<file path="src/sv/checksum_packet_sync_top_assert.svh">
// Assertion macros for the checksum packet sync block
`ifndef CHECKSUM_PACKET_SYNC_TOP_ASSERT_SVH
`define CHECKSUM_PACKET_SYNC_TOP_ASSERT_SVH
`ifndef SYNTHESIS
`define CPS_ASSERT_IMP(lbl, clk, rst_n, ante, cons) \
  lbl: assert property (@(posedge clk) disable iff (!rst_n) (ante) |-> (cons)) \
    else $error("checksum_packet_sync: implication check failed");
`define CPS_ASSERT_NXT(lbl, clk, rst_n, ante, cons) \
  lbl: assert property (@(posedge clk) disable iff (!rst_n) (ante) |=> (cons)) \
    else $error("checksum_packet_sync: next-cycle check failed");
`else
`define CPS_ASSERT_IMP(lbl, clk, rst_n, ante, cons)
`define CPS_ASSERT_NXT(lbl, clk, rst_n, ante, cons)
`endif
`endif

</file>
<file path="src/sv/cps_pkg.sv">
// Shared types and constants for the checksum packet sync block
`default_nettype none

package cps_pkg;

  localparam int unsigned BYTE_W    = 8;
  localparam int unsigned WORD_W    = 32;
  localparam int unsigned OUT_WORDS = 5;

  // running sum and sum of running sums travelling down the cell chain
  typedef struct packed {
    logic [WORD_W-1:0] run;
    logic [WORD_W-1:0] tot;
  } sums_t;

endpackage

`default_nettype wire

</file>
<file path="src/sv/cps_cell.sv">
// One accumulation cell: folds data word K into the running sums
`default_nettype none

module cps_cell #(
  parameter int unsigned WORDS_PER_PACKET = 6,
  parameter int unsigned K                = 0
) (
  input  wire logic                                          clk_i,
  input  wire logic                                          rst_ni,
  input  wire logic                                          en_i,
  input  wire logic                                          valid_i,
  input  wire cps_pkg::sums_t                                sums_i,
  input  wire logic [WORDS_PER_PACKET-1:0][cps_pkg::WORD_W-1:0] win_i,
  output logic                                               valid_o,
  output cps_pkg::sums_t                                     sums_o,
  output logic [WORDS_PER_PACKET-1:0][cps_pkg::WORD_W-1:0]   win_o
);

  logic                                                    valid_q;
  cps_pkg::sums_t                                          sums_q, sums_d;
  logic [WORDS_PER_PACKET-1:0][cps_pkg::WORD_W-1:0]        win_q;

  // total lags run by one cell; the check stage adds the last run
  always_comb begin
    sums_d.run = sums_i.run + win_i[K];
    sums_d.tot = sums_i.tot + sums_i.run;
  end

  always_ff @(posedge clk_i or negedge rst_ni) begin
    if (!rst_ni) begin
      valid_q <= 1'b0;
    end else if (en_i) begin
      valid_q <= valid_i;
    end
  end

  always_ff @(posedge clk_i) begin
    if (en_i) begin
      sums_q <= sums_d;
      win_q  <= win_i;
    end
  end

  assign valid_o = valid_q;
  assign sums_o  = sums_q;
  assign win_o   = win_q;

endmodule

`default_nettype wire

</file>
<file path="src/sv/cps_check.sv">
// Final check stage: compare, refill tracking and result register
`default_nettype none

module cps_check #(
  parameter int unsigned WORDS_PER_PACKET = 6
) (
  input  wire logic                                          clk_i,
  input  wire logic                                          rst_ni,
  input  wire logic                                          valid_i,
  input  wire cps_pkg::sums_t                                sums_i,
  input  wire logic [WORDS_PER_PACKET-1:0][cps_pkg::WORD_W-1:0] win_i,
  input  wire logic                                          out_stall_i,
  output logic                                               en_o,
  output logic                                               out_valid_o,
  output logic [cps_pkg::OUT_WORDS-1:0][cps_pkg::WORD_W-1:0] words_o
);

  localparam int unsigned WIN_BYTES = WORDS_PER_PACKET * 4;
  localparam int unsigned FILL_W    = $clog2(WIN_BYTES + 1);
  localparam logic [FILL_W-1:0] FILL_MAX = FILL_W'(WIN_BYTES);

  logic                                                    out_valid_q;
  logic [cps_pkg::OUT_WORDS-1:0][cps_pkg::WORD_W-1:0]      words_q, words_d;
  logic [FILL_W-1:0]                                       fill_q, fill_d, fill_inc;
  logic [cps_pkg::WORD_W-1:0]                              chk;
  logic                                                    hit;
  logic                                                    en;

  // whole chain moves unless a finished result is held back
  assign en = !out_valid_q || !out_stall_i;

  always_comb begin
    fill_inc = (fill_q == FILL_MAX) ? FILL_MAX : fill_q + FILL_W'(1);
    chk      = sums_i.tot + sums_i.run;
    hit      = valid_i && (fill_inc == FILL_MAX) && (chk == win_i[WORDS_PER_PACKET-1]);
    fill_d   = hit ? '0 : fill_inc;
  end

  // data words beyond the packet read as zero
  for (genvar j = 0; j < cps_pkg::OUT_WORDS; j++) begin : g_out
    if (j < WORDS_PER_PACKET - 1) begin : g_data
      assign words_d[j] = win_i[j];
    end else begin : g_zero
      assign words_d[j] = '0;
    end
  end

  always_ff @(posedge clk_i or negedge rst_ni) begin
    if (!rst_ni) begin
      out_valid_q <= 1'b0;
      fill_q      <= '0;
    end else if (en) begin
      out_valid_q <= hit;
      if (valid_i) begin
        fill_q <= fill_d;
      end
    end
  end

  always_ff @(posedge clk_i) begin
    if (en && hit) begin
      words_q <= words_d;
    end
  end

  assign en_o        = en;
  assign out_valid_o = out_valid_q;
  assign words_o     = words_q;

endmodule

`default_nettype wire

</file>
<file path="src/sv/checksum_packet_sync_top.sv">
// Top level of the checksum packet sync block: byte window and cell chain
// A byte accepted at an edge loads cell 0 with the updated window, then passes through
// each further cell in order and through the check stage into the result register,
// from which it transfers out when the receiver does not stall.
// Throughput: one byte per cycle; the chain halts only while a result is stalled.
// Reset (rst_ni low, asynchronous): window cleared, refill count zero, chain emptied.
`default_nettype none

`include "checksum_packet_sync_top_assert.svh"

module checksum_packet_sync_top #(
  parameter int unsigned WORDS_PER_PACKET = 6
) (
  input  wire logic                        clk_i,
  input  wire logic                        rst_ni,
  // byte input channel
  input  wire logic                        in_valid_i,
  output logic                             in_stall_o,
  input  wire logic [cps_pkg::BYTE_W-1:0]  in_byte_i,
  // packet output channel
  output logic                             out_valid_o,
  input  wire logic                        out_stall_i,
  output logic [cps_pkg::WORD_W-1:0]       word_0_o,
  output logic [cps_pkg::WORD_W-1:0]       word_1_o,
  output logic [cps_pkg::WORD_W-1:0]       word_2_o,
  output logic [cps_pkg::WORD_W-1:0]       word_3_o,
  output logic [cps_pkg::WORD_W-1:0]       word_4_o
);

  localparam int unsigned WIN_BYTES = WORDS_PER_PACKET * 4;

  // sliding byte window, element 0 is the oldest byte
  logic [WIN_BYTES-1:0][cps_pkg::BYTE_W-1:0]               win_q, win_d;
  logic                                                    in_xfer;
  logic                                                    en;

  // chain taps: index k feeds cell k, the last index feeds the check stage
  logic                                                    vld_c  [WORDS_PER_PACKET];
  cps_pkg::sums_t                                          sums_c [WORDS_PER_PACKET];
  logic [WORDS_PER_PACKET-1:0][cps_pkg::WORD_W-1:0]        win_c  [WORDS_PER_PACKET];

  logic [cps_pkg::OUT_WORDS-1:0][cps_pkg::WORD_W-1:0]      words;

  assign in_stall_o = !en;
  assign in_xfer    = in_valid_i && en;

  // new byte enters at the top; the packed window reads directly as
  // little-endian words since byte 4k is the low byte of word k
  assign win_d = {in_byte_i, win_q[WIN_BYTES-1:1]};

  always_ff @(posedge clk_i or negedge rst_ni) begin
    if (!rst_ni) begin
      win_q <= '0;
    end else if (in_xfer) begin
      win_q <= win_d;
    end
  end

  // head of the chain: snapshot of the window after this byte
  assign vld_c[0]  = in_valid_i;
  assign sums_c[0] = '0;
  assign win_c[0]  = win_d;

  // one cell per data word; cell k adds word k to the running sum
  for (genvar k = 0; k < WORDS_PER_PACKET - 1; k++) begin : g_cell
    cps_cell #(
      .WORDS_PER_PACKET (WORDS_PER_PACKET),
      .K                (k)
    ) u_cell (
      .clk_i   (clk_i),
      .rst_ni  (rst_ni),
      .en_i    (en),
      .valid_i (vld_c[k]),
      .sums_i  (sums_c[k]),
      .win_i   (win_c[k]),
      .valid_o (vld_c[k+1]),
      .sums_o  (sums_c[k+1]),
      .win_o   (win_c[k+1])
    );
  end

  // completes the check value, tracks refill and holds the result
  cps_check #(
    .WORDS_PER_PACKET (WORDS_PER_PACKET)
  ) u_check (
    .clk_i       (clk_i),
    .rst_ni      (rst_ni),
    .valid_i     (vld_c[WORDS_PER_PACKET-1]),
    .sums_i      (sums_c[WORDS_PER_PACKET-1]),
    .win_i       (win_c[WORDS_PER_PACKET-1]),
    .out_stall_i (out_stall_i),
    .en_o        (en),
    .out_valid_o (out_valid_o),
    .words_o     (words)
  );

  assign word_0_o = words[0];
  assign word_1_o = words[1];
  assign word_2_o = words[2];
  assign word_3_o = words[3];
  assign word_4_o = words[4];

  // input is held off only by a result that waits
  `CPS_ASSERT_IMP(a_stall_cause, clk_i, rst_ni, in_stall_o, out_valid_o && out_stall_i)
  // an accepted byte is in the first cell in the next cycle
  `CPS_ASSERT_NXT(a_head_load, clk_i, rst_ni, in_valid_i && !in_stall_o, vld_c[1])
  // a new result only comes from an item leaving the last cell
  `CPS_ASSERT_IMP(a_result_src, clk_i, rst_ni, $rose(out_valid_o), $past(vld_c[WORDS_PER_PACKET-1]))

endmodule

`default_nettype wire

</file>
<file path="config.mk">
export PLATFORM = sky130hd
export DESIGN_NAME = checksum_packet_sync_top
export DESIGN_NICKNAME = d
export VERILOG_FILES = /design/src/sv/cps_pkg.sv /design/src/sv/cps_cell.sv /design/src/sv/cps_check.sv /design/src/sv/checksum_packet_sync_top.sv
export VERILOG_INCLUDE_DIRS = /design/src /design/src/sv
export SDC_FILE = /design/constraint.sdc
export NUM_CORES = 2
export LEC_CHECK = 0
export BUFFER_PORTS_ARGS = -buffer_cell sky130_fd_sc_hd__buf_2
export CAP_MARGIN = 25
export CORE_UTILIZATION = 30
export CTS_BUF_LIST = sky130_fd_sc_hd__clkbuf_8
export CTS_CLUSTER_DIAMETER = 120
export CTS_CLUSTER_SIZE = 40
export DETAILED_ROUTE_END_ITERATION = 10
export REMOVE_ABC_BUFFERS = 1
export SLEW_MARGIN = 20
export SYNTH_ARGS = -nofsm -noshare
export SYNTH_HDL_FRONTEND = slang
export SYNTH_HIERARCHICAL = 1
export SYNTH_SLANG_ARGS = --single-unit
</file>
<file path="constraint.sdc">
create_clock -name clk_i -period 71.2 [get_ports clk_i]
set_input_delay 14.24 -clock clk_i [delete_from_list [all_inputs] [get_ports clk_i]]
set_output_delay 14.24 -clock clk_i [all_outputs]
set_load 0.05 [all_outputs]
</file>
==> Word level (Yosys, flattened, before mapping) <==
Cells that the tools add are included.
{ "totals": {"ff_bits": 1539, "latch_bits": 0, "ramBits": 0, "mem_bits_ro": 0, "output_inout_bits": 162, "memories": 0} }
{ "op_classes": {"add_sub_neg": 9, "n_mul": 0, "n_div": 0, "order_cmp": 0, "eq_ne": 3, "n_shift": 0, "muxes": 2, "bitwise": 0, "reduce_logical": 9} }
{ "op_table": {"columns": ["cell", "n"], "rows": [
  ["32-bit adder", 8],
  ["32-bit equality test", 1],
  ["5-bit equality test, second input constant", 2],
  ["5-bit two-way mux", 2],
  ["5-bit by 1-bit adder with 5-bit output, second input constant", 1],
  ["1-bit logical AND", 4],
  ["1-bit logical NOT", 3],
  ["2-bit AND reduction", 1],
  ["1-bit logical OR", 1]
]} }

==> Logic depth before layout (Yosys ltp) <==
{ "logic_depth": {"ltp_word": 6, "ltp_mapped": 11, "ltp_nobuf": 11} }

==> Cells and area by module <==
The synthesis kept the hierarchy.
{ "by_module_without_submodules": {"columns": ["module", "instances", "cells_each", "area_each_um2", "seq_area_each_um2"], "rows": [
  ["cps_cell (g_cell[2].u_cell ...)", 3, 696, 10960.5, 7712.4],
  ["cps_cell (g_cell[0].u_cell ...)", 2, 704, 10930.5, 7712.4],
  ["cps_check", 1, 609, 8031.5, 4954.8],
  ["checksum_packet_sync_top", 1, 391, 7500.9, 4604.4]
]} }

==> Worst setup path before layout <==
Ideal clock, no wire load.
{ "synth_path": {"path_kind": "input -> output", "start": "input port out_stall_i", "end": "output port in_stall_o", "arrival_time_ns": 47.058, "t_required_ns": 56.960, "setup_slack_ns": 9.902, "stages": 3, "n_path_buf": 0, "path_cell_list": "and2_1 -> inv_1 -> inv_1"} }
{ "synth_between": {"elab_chain_len": 3} }
{ "synth_rtl": {"columns": ["element", "line", "text"], "rows": [
  ["start: declaration", "checksum_packet_sync_top.sv:22", "input wire logic out_stall_i,"],
  ["1-bit logical NOT", "cps_check.sv:30", "assign en = !out_valid_q || !out_stall_i;"],
  ["1-bit logical OR", "cps_check.sv:30", null],
  ["named net en", "checksum_packet_sync_top.sv:35", "logic en;"],
  ["1-bit logical NOT", "checksum_packet_sync_top.sv:44", "assign in_stall_o = !en;"],
  ["end: declaration", "checksum_packet_sync_top.sv:18", "output logic in_stall_o,"]
]} }
The timed path passes the listed nets, and every way through them passes these cells.

==> Worst setup path in the final report <==
Same ends and word-level chain as after synthesis.

==> summary.md <==
| Metric | Value |
|---|---|
| Number of flops mapped to enable cells by yosys | 1440 |
| GPL Wtd Cong | 0.9099 |
| Vias in the first global route | 35950 |
| Global route overflow | 0 |
| Post-CTS Hold Fix Bufs | 0 |
| Clk sinks | 1635 |
| Max Cap Viol | 0 |
| DRC | 0 |
| First-pass GRT wire length | 231000 µm |
| Post-synth cell types | 113 |
| Mapped cell area | 0.07027 mm² |
| Syn Inst Count | 4496 |
| HPWL Detailed | 115700 µm |
| Largest cells by area after synthesis | edfxtp_1 (62%), dfrtp_1 (6.9%), ha_1 (6.1%) |
| Type of the worst min-delay path | flip-flop to flip-flop |
| Row count | 177 |
| Htree depth | 2 |
| RSZ-0062 raised after global routing | false |
| Pwr Density | 51.25 mW/mm² |
| Worst-skew pair later-pin latency | 900 ps |
| Crit path kind | input port to primary output |
| # port buffers | 173 |
| Core area | 0.2328 mm² |
| Post-route cell area | 0.07637 mm² |
| Clock Tree Buf Depth | 3 |
| CTS buffer count | 51 |
| Actual slew at the worst max-slew pin | 1026 ps |
| CP Data Required Time | 56960 ps |
| Clock Skew | 34.67 ps |
| Post-CTS Repair Setup Buffers | 0 |
| Pleak | 29.88 nW |
| Core Util, Final | 32.81% |
| Worst setup EP type | primary output |
| Synth async-reset ratio | 11.93% |
| Largest net degree at the start of global routing | 172 |
| Synth area leader | edfxtp_1 |
| CTS resizes | 0 |
| Hold Violations, Final | 0 |
| Post-route ant nets | 0 |
| Final min period | 29760 ps |
| Crit-path max FO | 71 |
| Most common cell in the netlist | edfxtp_1 |
| Die Wd | 486.0 µm |
| Die ar. | 0.2362 mm² |
| Synth Register Bits | 1635 |
| Vias after detailed routing | 37450 |
| Inst Count DP | 7847 |
| DR WL/cell | 19.59 µm |
| Final period utilization | 41.80% |
| CTS root buffer | clkbuf_8 |
| CTS tree | yes |
| GR Util All Layers | 12.86% |
| Max VDD drop | 21.81 µV |
| Syn avg cell area | 15.63 µm² |
| Final layout net count | 5136 |
| First-pass DRT Iterations | 7 |
| Area Overhead vs Synth | 8.678% |
| Clock Pin Slew Worst Setup and Hold Paths | 210 ps |
| Share of post-route cells with drive strength above 1 | 12.18% |
| Synth Flop Type | edfxtp_1 |
| FILL cells | 22630 |
| Crit start category | input port |
| Sequential Area | 0.04812 mm² |
| Status | completed |
| Final count of pins violating max slew | 0 |
| First DRT Iteration DRCs | 3363 |
| Sequential share of the synthesized area | 68.48% |
| Starting Density | 30.19% |
| Ports | 174 |
| Die Span Y | 486.0 µm |
| Commonest cells post-synth | edfxtp_1 (1440), ha_1 (343), a21oi_1 (297), nand2_1 (243), xnor2_1 (198) |
| Dpl cell area | 0.07522 mm² |
| Worst EP arrival | 15520 ps |
| Drt total wl | 155800 µm |
| Achievable Freq | 33.60 MHz |
| Area share of the largest cell type after synthesis | 61.53% |
| Vias/cell | 4.710 |
| Rel. slew slack | 31.10% |
| Setup violations, final | 0 |
| Syn. warnings | 6 |
| Final cell count without fillers | 7950 |
| Footprint of the multi-input gates | 0.02177 mm² |
| Antenna violations before repair | 11 |
==> power by group <==
group          leakage, nW  total (mW)  switching, mW  internal, mW
Clock                0.643       0.356          0.280        0.0765
Combinational         11.6        1.72           1.01         0.714
Sequential            17.7        1.84          0.256          1.58
==> through the flow <==
step	hold slack [ps]	setup slack [ps]	TNS [ps]	total power, mW
final	417.0	41440	0	3.914
after global placement	400.0	41350	0	3.548
after floorplan	400.3	-3365	-608580	3.004
after global routing	412.8	41320	0	4.181
after detailed placement	404.5	41370	0	3.570
after CTS	406.5	41370	0	3.933
==> cell families (layout without fill, tap and decap cells) <==
group                      after synthesis  after routing  share of synthesized area (%)
and+or+nand+nor                        769            769                          5.313
muxes                                  196            196                          3.990
xor gates and xnor gates               330            330                          4.143
AOI/OAI and AO/OA                     1050           1050                          10.57
DFF                                   1635           1635                          68.48
buffers and inverters                  161            380                          1.088
other                                    1            104                       0.005336
adders and majority gates              354            354                          6.420
==> cells in the final DEF, fill, tap and decap left out, types with 15 or more instances in the layout <==
cell      count
buf_2       172
nor3_1       54
inv_1       108
o21ai_0     134
edfxtp_1   1440
nand3_1      66
nor2b_1      33
nor4_1       15
a211oi_1     29
a221oi_1     19
o21bai_1     56
a211o_1      15
xnor2_1     198
nor2_1      168
o21ai_1      21
clkbuf_8     51
or3_1        19
nand4_1      59
nand2_1     242
conb_1       99
o31ai_1      15
ha_1        343
mux2_2       32
o211ai_1     20
dfrtp_1     195
a31oi_1      34
buf_4        26
mux2_4      160
o21a_1       21
and3_1       31
a21oi_1     297
and2_1       18
xor2_1      130
a21o_1      159
==> final timing paths <==
kind / start / to / slack, ps / cells past startpoint
setup reg to reg: u_check/out_valid_o$_DFFE_PN0N_ / g_cell[3].u_cell/win_o[22]$_DFFE_PP_ / 64500 / 8
setup / recovery: out_stall_i / in_stall_o / 41440 / 5
hold reg to reg: g_cell[0].u_cell/win_o[160]$_DFFE_PP_ / g_cell[1].u_cell/win_o[160]$_DFFE_PP_ / 420 / 0
max in group asynchronous: rst_ni / win_c[979]$_DFFE_PN0P_ / 56300 / 3
hold / removal: g_cell[0].u_cell/win_o[160]$_DFFE_PP_ / g_cell[1].u_cell/win_o[160]$_DFFE_PP_ / 420 / 0
min in group asynchronous: rst_ni / win_c[1137]$_DFFE_PN0P_ / 13220 / 1
==> area by class of cell <==
class / count / area share, %
inverters: 82 / 0.4128
diodes: 5 / 0.01638
clock inverters: 45 / 0.5259
flip-flops and latches: 1635 / 63.01
well taps: 3132 / 5.131
multi-input cells: 2798 / 28.51
clock buffers: 51 / 0.9191
repair buffers: 202 / 1.481
==> metal layers <==
layer  vias to the layer above  global-route usage [%]  wire, µm
li1                      17850                       -         -
met5                         -                       0        13
met2                       715                   19.75     68610
met4                         2                   2.151      2239
met1                     18770                   19.27     76800
met3                       104                   1.962      8090
==> worst max-delay path, cell delays in order <==
cell,delay [ps]
buf_2,90
and2_1,240
inv_8,470
inv_1,150
buf_2,250
==> sequential cells by signal, summed over array words and instances (netlist names) <==
register and count:
g_cell.u_cell/win_o 960, g_cell.u_cell/valid_o 5, win_c 184, u_check/out_valid_o 1, u_check/fill_q 5, g_cell.u_cell/sums_o 320
u_check/words_o 160
Note: power is estimated with default switching activity, not from simulation.
